$ cat config.mk
export PLATFORM = sky130hd
export DESIGN_NAME = rail_power_telemetry_flat
export DESIGN_NICKNAME = d
export VERILOG_FILES = /design/src/design/ptel_pkg.sv /design/src/design/ptel_if.sv /design/src/design/rail_power_telemetry.sv /design/src/design/ptel_store.sv /design/src/design/ptel_ema.sv /design/src/flat_wrapper.sv
export SDC_FILE = /design/constraint.sdc
export NUM_CORES = 2
export LEC_CHECK = 0
export BUFFER_PORTS_ARGS = -buffer_cell sky130_fd_sc_hd__clkbuf_2
export CORE_MARGIN = 4
export CORE_UTILIZATION = 45
export DETAILED_ROUTE_END_ITERATION = 16
export REMOVE_ABC_BUFFERS = 1
export SYNTH_ARGS = -nofsm -noshare
export SYNTH_HDL_FRONTEND = slang
export SYNTH_SLANG_ARGS = --single-unit
export TNS_END_PERCENT = 50
$ cat constraint.sdc
create_clock -name clk_i -period 19.7 [get_ports clk_i]
set_clock_uncertainty 0.05 [all_clocks]
set_input_delay 3.94 -clock clk_i [delete_from_list [all_inputs] [get_ports clk_i]]
set_output_delay 3.94 -clock clk_i [all_outputs]
set_load 0.02 [all_outputs]
$ cat src/design/ptel_pkg.sv
// ptel_pkg: shared constants and types of the rail power telemetry block
// used by the store, the average datapath and the top level
package ptel_pkg;

  localparam int RAIL_COUNT    = 8;
  localparam int AVG_FRAC_BITS = 16;
  localparam int EMA_WEIGHT    = 6554;
  localparam int EMA_SHIFT     = 16;

  localparam int RAIL_IDX_W = (RAIL_COUNT > 1) ? $clog2(RAIL_COUNT) : 1;
  localparam int POWER_W    = 32;
  localparam int PEAK_W     = 31;
  localparam int AVG_W      = POWER_W + AVG_FRAC_BITS;
  localparam int DIFF_W     = AVG_W + 1;
  localparam int WEIGHT_W   = $clog2(EMA_WEIGHT + 1);
  localparam int HI_W       = DIFF_W - EMA_SHIFT;
  localparam int HI_PROD_W  = HI_W + WEIGHT_W + 1;
  localparam int LO_PROD_W  = EMA_SHIFT + WEIGHT_W;

  typedef logic [RAIL_IDX_W-1:0]     rail_idx_t;
  typedef logic signed [AVG_W-1:0]   avg_t;
  typedef logic [PEAK_W-1:0]         peak_t;
  typedef logic signed [POWER_W-1:0] power_t;

  // step enables of the average datapath
  typedef struct packed {
    logic mul;
    logic diff;
    logic scale;
  } stage_t;

  typedef struct packed {
    logic [2:0]         rail_out;
    logic signed [15:0] current_quarter_ma;
    logic signed [15:0] voltage_mv;
    power_t             power_now;
    power_t             power_average;
    peak_t              power_peak;
  } result_t;

endpackage

$ cat src/design/ptel_if.sv
// ptel_if: valid/ready channel interfaces for reading pairs and results
// depends on ptel_pkg for the power and peak types
interface ptel_in_if;
  logic               valid;
  logic               ready;
  logic [2:0]         rail;
  logic signed [15:0] shunt_sample;
  logic signed [15:0] bus_sample;

  modport source (output valid, output rail, output shunt_sample, output bus_sample,
                  input ready);
  modport sink (input valid, input rail, input shunt_sample, input bus_sample,
                output ready);
endinterface

interface ptel_out_if;
  logic                 valid;
  logic                 ready;
  logic [2:0]           rail_out;
  logic signed [15:0]   current_quarter_ma;
  logic signed [15:0]   voltage_mv;
  ptel_pkg::power_t     power_now;
  ptel_pkg::power_t     power_average;
  ptel_pkg::peak_t      power_peak;

  modport source (output valid, output rail_out, output current_quarter_ma,
                  output voltage_mv, output power_now, output power_average,
                  output power_peak, input ready);
  modport sink (input valid, input rail_out, input current_quarter_ma,
                input voltage_mv, input power_now, input power_average,
                input power_peak, output ready);
endinterface

$ cat src/design/rail_power_telemetry.sv
// rail_power_telemetry: top level of the per-rail power monitor
// depends on ptel_pkg, ptel_if, ptel_store and ptel_ema
//
// usage
//   in_i carries one reading pair per transfer: rail index, signed shunt
//   reading (0.25 mA units) and signed bus reading (mV). out_o returns one
//   result per input transfer, in order: the echoed fields, the instant
//   power shunt*bus (0.25 uW units), the rail's updated exponential average
//   (weight 6554/65536, integer part rounded toward minus infinity) and the
//   rail's peak power since reset.
//   a result is loaded into the output register in the write-back step,
//   after the read, difference and scale steps. The per-rail store is
//   read, modified and written back for each item (read, difference, two
//   weight multiplies, sum and write back), one item in flight at a time.
//   in_i.ready is high only while the sequencer is idle; a result may still
//   wait in the output register while the next item is taken.
//   if the receiver stalls, the item in flight holds in its write-back step
//   until the output register frees up; nothing is lost or duplicated.
//   reset clears every rail's average and peak to zero at once (valid bits,
//   no clearing pass); a rail index beyond the rail count leaves the store
//   alone and reports zero average and peak.
module rail_power_telemetry (
  input  logic       clk_i,
  input  logic       rst_ni,
  ptel_in_if.sink    in_i,
  ptel_out_if.source out_o
);

  // sequencer codes
  localparam logic [1:0] S_IDLE  = 2'd0;
  localparam logic [1:0] S_DIFF  = 2'd1;
  localparam logic [1:0] S_SCALE = 2'd2;
  localparam logic [1:0] S_WRITE = 2'd3;

  logic [1:0]         state_q, state_d;
  logic               in_xfer, out_free, write_go;
  logic [2:0]         rail_q;
  logic signed [15:0] cur_q, volt_q;
  logic               in_range_q, in_range;
  logic               out_valid_q;
  ptel_pkg::result_t  out_q;
  ptel_pkg::stage_t   stage;

  ptel_pkg::avg_t     rd_avg, avg_new;
  ptel_pkg::peak_t    rd_peak, peak_new;
  ptel_pkg::power_t   power, avg_int;

  assign in_i.ready = (state_q == S_IDLE);
  assign in_xfer    = in_i.valid && in_i.ready;
  assign out_free   = !out_valid_q || out_o.ready;
  assign write_go   = (state_q == S_WRITE) && out_free;
  assign in_range   = 32'(in_i.rail) < ptel_pkg::RAIL_COUNT;

  // datapath step enables follow the sequencer
  assign stage.mul   = in_xfer;
  assign stage.diff  = (state_q == S_DIFF);
  assign stage.scale = (state_q == S_SCALE);

  always_comb begin
    state_d = state_q;
    case (state_q)
      S_IDLE: begin
        if (in_xfer) begin
          state_d = S_DIFF;
        end
      end
      S_DIFF:  state_d = S_SCALE;
      S_SCALE: state_d = S_WRITE;
      S_WRITE: begin
        if (out_free) begin
          state_d = S_IDLE;
        end
      end
      default: state_d = S_IDLE;
    endcase
  end

  always_ff @(posedge clk_i or negedge rst_ni) begin
    if (!rst_ni) begin
      state_q     <= S_IDLE;
      out_valid_q <= 1'b0;
      in_range_q  <= 1'b0;
    end else begin
      state_q <= state_d;
      if (in_xfer) begin
        in_range_q <= in_range;
      end
      if (write_go) begin
        out_valid_q <= 1'b1;
      end else if (out_o.ready) begin
        out_valid_q <= 1'b0;
      end
    end
  end

  // item fields held for the echo
  always_ff @(posedge clk_i) begin
    if (in_xfer) begin
      rail_q <= in_i.rail;
      cur_q  <= in_i.shunt_sample;
      volt_q <= in_i.bus_sample;
    end
    if (write_go) begin
      out_q.rail_out           <= rail_q;
      out_q.current_quarter_ma <= cur_q;
      out_q.voltage_mv         <= volt_q;
      out_q.power_now          <= power;
      out_q.power_average      <= in_range_q ? avg_int : '0;
      out_q.power_peak         <= in_range_q ? peak_new : '0;
    end
  end

  ptel_store u_store (
    .clk_i     (clk_i),
    .rst_ni    (rst_ni),
    .rd_en_i   (in_xfer),
    .rd_idx_i  (ptel_pkg::RAIL_IDX_W'(in_i.rail)),
    .rd_avg_o  (rd_avg),
    .rd_peak_o (rd_peak),
    .wr_en_i   (write_go && in_range_q),
    .wr_idx_i  (ptel_pkg::RAIL_IDX_W'(rail_q)),
    .wr_avg_i  (avg_new),
    .wr_peak_i (peak_new)
  );

  ptel_ema u_ema (
    .clk_i      (clk_i),
    .stage_i    (stage),
    .shunt_i    (in_i.shunt_sample),
    .bus_i      (in_i.bus_sample),
    .avg_i      (rd_avg),
    .peak_i     (rd_peak),
    .power_o    (power),
    .avg_new_o  (avg_new),
    .peak_new_o (peak_new),
    .avg_int_o  (avg_int)
  );

  assign out_o.valid              = out_valid_q;
  assign out_o.rail_out           = out_q.rail_out;
  assign out_o.current_quarter_ma = out_q.current_quarter_ma;
  assign out_o.voltage_mv         = out_q.voltage_mv;
  assign out_o.power_now          = out_q.power_now;
  assign out_o.power_average      = out_q.power_average;
  assign out_o.power_peak         = out_q.power_peak;

  // every input transfer reaches write-back by way of the difference and scale steps
  a_fixed_path: assert property (@(posedge clk_i) disable iff (!rst_ni)
    in_xfer |-> ##3 (state_q == S_WRITE))
    else $error("item did not reach write-back on schedule");

  // a new result only ever comes from the write-back step
  a_result_src: assert property (@(posedge clk_i) disable iff (!rst_ni)
    $rose(out_valid_q) |-> $past(state_q == S_WRITE))
    else $error("result appeared outside write-back");

  // the stored peak never falls
  a_peak_mono: assert property (@(posedge clk_i) disable iff (!rst_ni)
    (write_go && in_range_q) |-> (peak_new >= rd_peak))
    else $error("peak decreased");

  // store is never read while an item is in flight
  a_no_overlap: assert property (@(posedge clk_i) disable iff (!rst_ni)
    (state_q != S_IDLE) |-> !in_xfer)
    else $error("input taken while an item is in flight");

endmodule

$ cat src/design/ptel_store.sv
// ptel_store: per-rail average and peak memory, registered read
// depends on ptel_pkg; entries never written since reset read as zero
module ptel_store (
  input  logic                clk_i,
  input  logic                rst_ni,
  input  logic                rd_en_i,
  input  ptel_pkg::rail_idx_t rd_idx_i,
  output ptel_pkg::avg_t      rd_avg_o,
  output ptel_pkg::peak_t     rd_peak_o,
  input  logic                wr_en_i,
  input  ptel_pkg::rail_idx_t wr_idx_i,
  input  ptel_pkg::avg_t      wr_avg_i,
  input  ptel_pkg::peak_t     wr_peak_i
);

  localparam int WORD_W = ptel_pkg::AVG_W + ptel_pkg::PEAK_W;

  logic [WORD_W-1:0]               mem [ptel_pkg::RAIL_COUNT];
  logic [ptel_pkg::RAIL_COUNT-1:0] valid_q;
  logic [WORD_W-1:0]               rd_word_q;
  logic                            hit_q;

  always_ff @(posedge clk_i) begin
    if (wr_en_i) begin
      mem[wr_idx_i] <= {wr_avg_i, wr_peak_i};
    end
    if (rd_en_i) begin
      rd_word_q <= mem[rd_idx_i];
    end
  end

  always_ff @(posedge clk_i or negedge rst_ni) begin
    if (!rst_ni) begin
      valid_q <= '0;
      hit_q   <= 1'b0;
    end else begin
      if (wr_en_i) begin
        valid_q[wr_idx_i] <= 1'b1;
      end
      if (rd_en_i) begin
        hit_q <= valid_q[rd_idx_i];
      end
    end
  end

  assign rd_avg_o  = hit_q ? ptel_pkg::avg_t'(rd_word_q[WORD_W-1:ptel_pkg::PEAK_W]) : '0;
  assign rd_peak_o = hit_q ? rd_word_q[ptel_pkg::PEAK_W-1:0] : '0;

endmodule

$ cat src/design/ptel_ema.sv
// ptel_ema: power product, exponential average update and peak compare
// depends on ptel_pkg; steps are enabled by the top level sequencer
module ptel_ema (
  input  logic               clk_i,
  input  ptel_pkg::stage_t   stage_i,
  input  logic signed [15:0] shunt_i,
  input  logic signed [15:0] bus_i,
  input  ptel_pkg::avg_t     avg_i,
  input  ptel_pkg::peak_t    peak_i,
  output ptel_pkg::power_t   power_o,
  output ptel_pkg::avg_t     avg_new_o,
  output ptel_pkg::peak_t    peak_new_o,
  output ptel_pkg::power_t   avg_int_o
);

  localparam logic signed [ptel_pkg::HI_PROD_W-1:0] WEIGHT_S =
    ptel_pkg::HI_PROD_W'(ptel_pkg::EMA_WEIGHT);
  localparam logic [ptel_pkg::LO_PROD_W-1:0] WEIGHT_U =
    ptel_pkg::LO_PROD_W'(ptel_pkg::EMA_WEIGHT);

  ptel_pkg::power_t                        power_q;
  logic signed [ptel_pkg::DIFF_W-1:0]      diff_d, diff_q;
  logic signed [ptel_pkg::HI_W-1:0]        hi;
  logic signed [ptel_pkg::HI_PROD_W-1:0]   hi_prod_d, hi_prod_q;
  logic [ptel_pkg::LO_PROD_W-1:0]          lo_prod_d, lo_prod_q;
  logic [ptel_pkg::AVG_W-1:0]              hi_ext, lo_ext;
  logic signed [ptel_pkg::POWER_W-1:0]     peak_s;

  // diff = p * 2^frac - avg
  assign diff_d = (ptel_pkg::DIFF_W'(power_q) <<< ptel_pkg::AVG_FRAC_BITS)
                  - ptel_pkg::DIFF_W'(avg_i);

  // floor(diff * w / 2^16) split into whole and fraction parts of diff
  assign hi        = diff_q[ptel_pkg::DIFF_W-1:ptel_pkg::EMA_SHIFT];
  assign hi_prod_d = ptel_pkg::HI_PROD_W'(hi) * WEIGHT_S;
  assign lo_prod_d = ptel_pkg::LO_PROD_W'(diff_q[ptel_pkg::EMA_SHIFT-1:0]) * WEIGHT_U;

  always_ff @(posedge clk_i) begin
    if (stage_i.mul) begin
      power_q <= ptel_pkg::power_t'(shunt_i) * ptel_pkg::power_t'(bus_i);
    end
    if (stage_i.diff) begin
      diff_q <= diff_d;
    end
    if (stage_i.scale) begin
      hi_prod_q <= hi_prod_d;
      lo_prod_q <= lo_prod_d;
    end
  end

  assign hi_ext    = ptel_pkg::AVG_W'(hi_prod_q);
  assign lo_ext    = ptel_pkg::AVG_W'(lo_prod_q[ptel_pkg::LO_PROD_W-1:ptel_pkg::EMA_SHIFT]);
  assign avg_new_o = ptel_pkg::avg_t'(avg_i + hi_ext + lo_ext);
  assign avg_int_o = avg_new_o[ptel_pkg::AVG_FRAC_BITS +: ptel_pkg::POWER_W];

  assign peak_s     = $signed({1'b0, peak_i});
  assign peak_new_o = (power_q > peak_s) ? power_q[ptel_pkg::PEAK_W-1:0] : peak_i;
  assign power_o    = power_q;

endmodule
$ cat src/flat_wrapper.sv
// flat-port wrapper written by rule: the top's interface ports become plain ports
module rail_power_telemetry_flat 
  (clk_i, rst_ni, in_i_valid, in_i_rail, in_i_shunt_sample, in_i_bus_sample, in_i_ready, out_o_valid, out_o_rail_out, out_o_current_quarter_ma, out_o_voltage_mv, out_o_power_now, out_o_power_average, out_o_power_peak, out_o_ready);
  ptel_in_if in_i_i ();
  ptel_out_if out_o_i ();
  input  logic clk_i;
  input  logic rst_ni;
  input wire logic [$bits(in_i_i.valid)-1:0] in_i_valid;
  input wire logic [$bits(in_i_i.rail)-1:0] in_i_rail;
  input wire logic [$bits(in_i_i.shunt_sample)-1:0] in_i_shunt_sample;
  input wire logic [$bits(in_i_i.bus_sample)-1:0] in_i_bus_sample;
  output wire logic [$bits(in_i_i.ready)-1:0] in_i_ready;
  output wire logic [$bits(out_o_i.valid)-1:0] out_o_valid;
  output wire logic [$bits(out_o_i.rail_out)-1:0] out_o_rail_out;
  output wire logic [$bits(out_o_i.current_quarter_ma)-1:0] out_o_current_quarter_ma;
  output wire logic [$bits(out_o_i.voltage_mv)-1:0] out_o_voltage_mv;
  output wire logic [$bits(out_o_i.power_now)-1:0] out_o_power_now;
  output wire logic [$bits(out_o_i.power_average)-1:0] out_o_power_average;
  output wire logic [$bits(out_o_i.power_peak)-1:0] out_o_power_peak;
  input wire logic [$bits(out_o_i.ready)-1:0] out_o_ready;
  assign in_i_i.valid = in_i_valid;
  assign in_i_i.rail = in_i_rail;
  assign in_i_i.shunt_sample = in_i_shunt_sample;
  assign in_i_i.bus_sample = in_i_bus_sample;
  assign in_i_ready = in_i_i.ready;
  assign out_o_valid = out_o_i.valid;
  assign out_o_rail_out = out_o_i.rail_out;
  assign out_o_current_quarter_ma = out_o_i.current_quarter_ma;
  assign out_o_voltage_mv = out_o_i.voltage_mv;
  assign out_o_power_now = out_o_i.power_now;
  assign out_o_power_average = out_o_i.power_average;
  assign out_o_power_peak = out_o_i.power_peak;
  assign out_o_i.ready = out_o_ready;
  rail_power_telemetry u_core (.clk_i(clk_i), .rst_ni(rst_ni), .in_i(in_i_i), .out_o(out_o_i));
endmodule
==> Word-level counts from Yosys, hierarchy flattened <==
Memory sizes are Yosys's and may differ from the RTL's. A register that Yosys moved wholly into a read port is not among the register bits.
Cells that the tools add are included.
{ "totals": {"mem_bits_ro": 0, "ramBits": 632, "mem_count": 1, "regBits": 333, "in_bits": 39, "word_cells": 58, "latch_bits": 0} }
{ "memory_table": {"columns": ["memory", "depth", "width", "read_ports", "rd_ports_with_merged_regs", "write_ports", "line", "text"], "rows": [
  ["u_core.u_store.mem", 8, 79, 1, 1, 1, "ptel_store.sv:18", "logic [WORD_W-1:0] mem [ptel_pkg::RAIL_COUNT];"]
]} }
{ "classes": {"multipliers": 3, "n_div": 0, "n_reduce_logical": 9, "n_shift": 0, "n_addsub": 3, "bitwise": 1, "n_mux": 14, "n_eq_ne": 5, "order_cmp": 4} }
{ "op_table": {"columns": ["op", "count"], "rows": [
  ["$mux 31", 2],
  ["$sub 48x48->49", 1],
  ["$add 48x13->48", 1],
  ["$add 48x48->48", 1],
  ["$mux 48", 1],
  ["$mul 33x13->46 const B", 1],
  ["$gt 32x32->1", 1],
  ["$mul 16x16->32", 1],
  ["$mul 16x12->28 const B", 1],
  ["$lt 3x4->1 const B", 2],
  ["$or 8x8->8", 1],
  ["$pmux 2 s4", 1],
  ["$mux 1", 6],
  ["$eq 2x2->1 const B", 2],
  ["$logic_and 1x1->1", 4],
  ["$mux 2", 2],
  ["$bmux 1 s3", 1],
  ["$demux 1 s3", 1],
  ["$ge 3x1->1 const B", 1],
  ["$eq 2x1->1 const B", 1],
  ["$logic_not 2->1", 1],
  ["$ne 2x1->1 const B", 1],
  ["$ne 2x2->1 const B", 1],
  ["$reduce_and 2->1", 1],
  ["other kinds (3)", 3]
]} }

==> Logic depth before layout (Yosys ltp) <==
{ "depth": {"ltp_word": 6, "depth_mapped": 24} }

==> Cells and area by module <==
A second synthesis with hierarchy kept.
{ "unflattened": {"hier_cells": 4676, "hier_area_um2": 64043.9} }
{ "by_module_without_submodules": {"columns": ["module", "instances", "area_per_inst_um2", "cells_each", "seq_area_each_um2"], "rows": [
  ["ptel_ema", 1, 31412.6, 3303, 4204.0],
  ["ptel_store", 1, 27004.6, 1117, 21575.7],
  ["rail_power_telemetry", 1, 5626.6, 256, 5054.8]
]} }

==> Least setup slack after synthesis <==
OpenSTA, ideal clock, no wires.
{ "synth_timing": {"path_kind": "input port to flip-flop", "startpoint": "in out_o_ready", "endpoint": "reg u_core.u_store.valid_q[1] in the netlist's numbering", "required_time_ns": 19.552, "arrival_time_ns": 13.728, "setup_ns": 0.098, "cell_stages": 5, "path_slack_ns": 5.823, "path_cell_list": "nand2b_1 -> and2_1 -> nand3_1 -> nor3_1 -> or2_2"} }
{ "synth_between": {"elab_chain_cells": 3} }
{ "synth_rtl": {"columns": ["item", "line", "text"], "rows": [
  ["start, declared", "flat_wrapper.sv:20", "input wire logic [$bits(out_o_i.ready)-1:0] out_o_ready;"],
  ["$logic_or 1x1->1", "rail_power_telemetry.sv:50", "assign out_free = !out_valid_q || out_o.ready;"],
  ["$logic_and 1x1->1", "rail_power_telemetry.sv:51", "assign write_go = (state_q == S_WRITE) && out_free;"],
  ["via u_core.write_go", "rail_power_telemetry.sv:36", "logic in_xfer, out_free, write_go;"],
  ["$logic_and 1x1->1", "rail_power_telemetry.sv:120", ".wr_en_i (write_go && in_range_q),"],
  ["end signal, assigned", "ptel_store.sv:34", "valid_q <= '0;"],
  ["end signal, assigned by index", "ptel_store.sv:38", "valid_q[wr_idx_i] <= 1'b1;"],
  ["end, declared", "ptel_store.sv:19", "logic [ptel_pkg::RAIL_COUNT-1:0] valid_q;"]
]} }
The timed path passes the listed nets, and every way through them passes these cells.
A chain may end at the register's enable or synchronous reset.

==> Worst setup path after layout <==
{ "layout_timing": {"startpoint": "in in_i_bus_sample[15]", "endpoint": "reg u_core.u_ema.power_q[31] (netlist: u_core.u_ema.power_o[31]) (data pin)"} }
{ "layout_between": {"elab_chain_cells": 1} }
{ "layout_rtl": {"columns": ["item", "line", "text"], "rows": [
  ["start, declared", "flat_wrapper.sv:11", "input wire logic [$bits(in_i_i.bus_sample)-1:0] in_i_bus_sample;"],
  ["$mul 16x16->32", "ptel_ema.sv:40", "power_q <= ptel_pkg::power_t'(shunt_i) * ptel_pkg::power_t'(bus_i);"],
  ["end signal, assigned", "ptel_ema.sv:40", null],
  ["end, declared", "ptel_ema.sv:21", "ptel_pkg::power_t power_q;"]
]} }
No other way between the ends.

==> impl_metrics.json <==
{
  "rsz0062_at_grt": "false",
  "post_synth_inst_count": 4718,
  "dpl.hpwl_um": 106000,
  "grt.met1_usage": 0.2800,
  "timing.critical_path.mode_cell": "sky130_fd_sc_hd__fa_1",
  "tritoncts.num_buffers": 109,
  "timing.final.max_slew_violations": 0,
  "ctsRootBufferMaster": "sky130_fd_sc_hd__clkbuf_16",
  "hold_viol_final": 0,
  "synth_cell_types": 80,
  "ant_nets": 0,
  "fin_nets": 5887,
  "drive_above_1_share": 0.1307,
  "detailroute.via_count": 36280,
  "grt_start_max_net_pins": 61,
  "ctsResizeCount": 0,
  "synth_ff_type": "sky130_fd_sc_hd__edfxtp_1",
  "tns_ns": 0,
  "sequential_cell_area_um2": 30840,
  "wl_um": 147400,
  "ioPinCount": 171,
  "number_of_levels_the_h_tree_was_split_into": 3,
  "die_ar_um2": 148000,
  "via_per_inst": 5.279,
  "cts_hold_repair.buffers": 0,
  "multi_input_comb_area_um2": 29570,
  "status": "finished, final reports clean",
  "start_util": 0.4553,
  "yosysSeqAreaShare": 0.4830,
  "slew_margin_rel": 0.2021,
  "synth_enable_flop_cells": 1016,
  "clock_latency_ns": 0.76,
  "start_to_end_type_of_the_worst_setup_path": "input port to flip-flop",
  "grtUsageTotal": 0.2031,
  "numPortBuffers": 170,
  "post-route-drc-count": 0,
  "setup_violations": 0,
  "post_layout_min_period_ns": 9.883,
  "detail_route.first_pass.iterations": 5,
  "hold_class": "flip-flop to flip-flop",
  "synthesis.yosys.warnings": 0,
  "crit_chain": "clkbuf_2 -> inv_1 -> nor2_1 -> fa_1 -> fa_1 -> fa_1 -> fa_1 -> fa_1 -> inv_1 -> fa_1 -> inv_1 -> ha_1 -> a21oi_1 -> o211ai_1 -> a221oi_1 -> o21ai_0 -> a2111oi_0 -> nor2_1 -> a211oi_1 -> a21oi_1 -> xnor2_1",
  "syn-mean-instance-area_um2": 13.53,
  "antenna-diode-count": 0,
  "cp.arrival_ns": 10.33,
  "max-clock-path-buffers": 3,
  "cts_setup_buffers": 0,
  "cts.clk_slew.worst_paths_ns": 0.06,
  "synth_commonest_cells": "1016 x sky130_fd_sc_hd__edfxtp_1, 802 x sky130_fd_sc_hd__inv_1, 480 x sky130_fd_sc_hd__fa_1, 461 x sky130_fd_sc_hd__ha_1, 289 x sky130_fd_sc_hd__nand2_1",
  "setup.worst_path.end_class": "flip-flop",
  "synth.most_common_cell": "sky130_fd_sc_hd__edfxtp_1",
  "postSynth.asyncResetShare": 0.01263,
  "drt-initial-drc-count": 2332,
  "setup.reg_to_reg.worst_slack_ns": 13.40,
  "mappedNetlistArea_um2": 63840,
  "tritoncts": "built",
  "synth_top_area_share": 0.4779,
  "yosys-top-cells-area": "sky130_fd_sc_hd__edfxtp_1 48%, sky130_fd_sc_hd__fa_1 15%, sky130_fd_sc_hd__ha_1 9.0%, sky130_fd_sc_hd__mux4_2 5.6%, sky130_fd_sc_hd__inv_1 4.7%",
  "global_route.overflow_total": 0,
  "number_of_flip_flops_and_latches_in_the_synthesized_netlist": 1029,
  "worstMarginPinSlew_ns": 1.188,
  "core_area_um2": 140200,
  "grt.busiest_layer": "met2",
  "dominant_cell_type_by_area_after_synthesis": "sky130_fd_sc_hd__edfxtp_1",
  "antenna_violations_before_repair": 5,
  "chipWidth_um": 384.7,
  "timing.fmax_ghz": 0.1012,
  "met2_usage": 0.3402,
  "grt_pass1_wl_um": 228600,
  "cp.required_ns": 20.15,
  "die_y_um": 384.7,
  "grtUsageMet3": 0.02731,
  "clock_sink_count": 1029,
  "first_global_vias": 38472,
  "timing.critical_path.slowest_cell_delay_ns": 0.54,
  "syn2layout_area_growth_pct": 10.29,
  "place_congestion": 0.8657,
  "worst_setup_path_start_kind": "input port",
  "maximum_fanout_along_the_worst_path": 13,
  "cp_slowest_cell": "sky130_fd_sc_hd__fa_1",
  "fin_crit_sh": 0.5017,
  "route.detailed.wl_per_inst_um": 21.45,
  "count_of_filler_cells_inserted_in_the_layout": 12367,
  "row_count": 137,
  "maxCapViolations": 0
}
-- metal layers --
metal	wire length, um	vias up
met2	71430	784
met5	0	-
met4	3433	0
met1	66060	18528
met3	6486	166
li1	-	16802
-- path summary, 6_finish.rpt --
check                      depth (start not counted)                     from                    endpoint
hold reg to reg                                    0         u_core.volt_q[0]  u_core.out_o.voltage_mv[0]
setup / recovery                                  21      in_i_bus_sample[15]    u_core.u_ema.power_o[31]
min in group asynchronous                          1                   rst_ni   u_core.u_store.valid_q[6]
max in group asynchronous                          1                   rst_ni        u_core.u_store.hit_q
setup reg to reg                                  19  u_core.u_ema.diff_q[20]  u_core.u_ema.hi_prod_q[43]
hold / removal                                     0         u_core.volt_q[0]  u_core.out_o.voltage_mv[0]
-- critical path, delay by kind of cell --
| kind | cells | cell delay (ns) |
|---|---|---|
| AO/OA/AOI/OAI | 7 | 1.88 |
| AND/OR/NAND/NOR | 2 | 0.24 |
| XOR/XNOR | 1 | 0.14 |
| adder cells (fa/ha/maj) | 7 | 3.49 |
| buffers and inverters | 4 | 0.64 |
-- cells by family (layout without fill, tap and decap cells) --
family | after synthesis | in the layout | synth area share
AO/OA/AOI/OAI | 547 | 547 | 0.05623
XOR/XNOR | 177 | 177 | 0.02428
adder cells (fa/ha/maj) | 941 | 941 | 0.2409
buffers and inverters | 928 | 1206 | 0.05480
flip-flops | 1029 | 1029 | 0.4830
multiplexers | 282 | 282 | 0.07718
AND/OR/NAND/NOR | 814 | 814 | 0.06362
-- registers in the layout, indices dropped and copies added, names as in the netlist, 16 cells and up --
signal,flops
u_core.cur_q,16
u_core.out_o.current_quarter_ma,16
u_core.out_o.power_average,32
u_core.out_o.power_now,32
u_core.out_o.power_peak,31
u_core.out_o.voltage_mv,16
u_core.u_ema.diff_q,49
u_core.u_ema.hi_prod_q,46
u_core.u_ema.power_o,32
u_core.u_store.mem,632
u_core.u_store.rd_word_q,79
u_core.volt_q,16
-- final cells by class --
class                   instances  area share
repair buffers                204     0.01598
inverters                     802     0.04276
clock buffers                 128     0.03975
multi-input cells            2761      0.4200
clock inverters                72     0.01018
flip-flops and latches       1029      0.4380
well taps                    1876     0.03334
-- through the flow --
| step | std cells | cell area (um^2) | worst slack, ns | util | hold slack (ns) |
|---|---|---|---|---|---|
| after global routing | 6872 | 70410 | 9.413 | 0.5022 | 0.3831 |
| after floorplan | 4592 | 63350 | 5.823 | - | 0.3503 |
| final | 6872 | 70410 | 9.817 | 0.5022 | 0.3714 |
| after global placement | 6672 | 66890 | 9.102 | 0.4771 | 0.3723 |
| after detailed placement | 6672 | 66890 | 9.035 | 0.4771 | 0.3555 |
| after CTS | 6872 | 70410 | 9.844 | 0.5022 | 0.3726 |
-- placed cells by master, fill, tap and decap left out, drive strengths merged, types with 14 or more instances in the layout --
| master | count |
|---|---|
| mux2 | 82 |
| edfxtp | 1016 |
| a211oi | 21 |
| a21o | 80 |
| a21oi | 160 |
| nand2b | 21 |
| mux4 | 160 |
| and2 | 215 |
| nand2 | 289 |
| or3 | 14 |
| o21bai | 28 |
| inv | 804 |
| nand4 | 18 |
| xnor2 | 122 |
| or2 | 14 |
| mux2i | 40 |
| buf | 37 |
| a31oi | 25 |
| nor2 | 119 |
| nor3 | 29 |
| clkinv | 58 |
| nand3 | 30 |
| fa | 480 |
| clkbuf | 295 |
| and3 | 17 |
| xor2 | 55 |
| ha | 461 |
| o21a | 27 |
| o21ai | 100 |
Power is left out: the tool's default activity adds up to more than one toggle a clock period on the data nets, which glitch-free logic cannot reach.
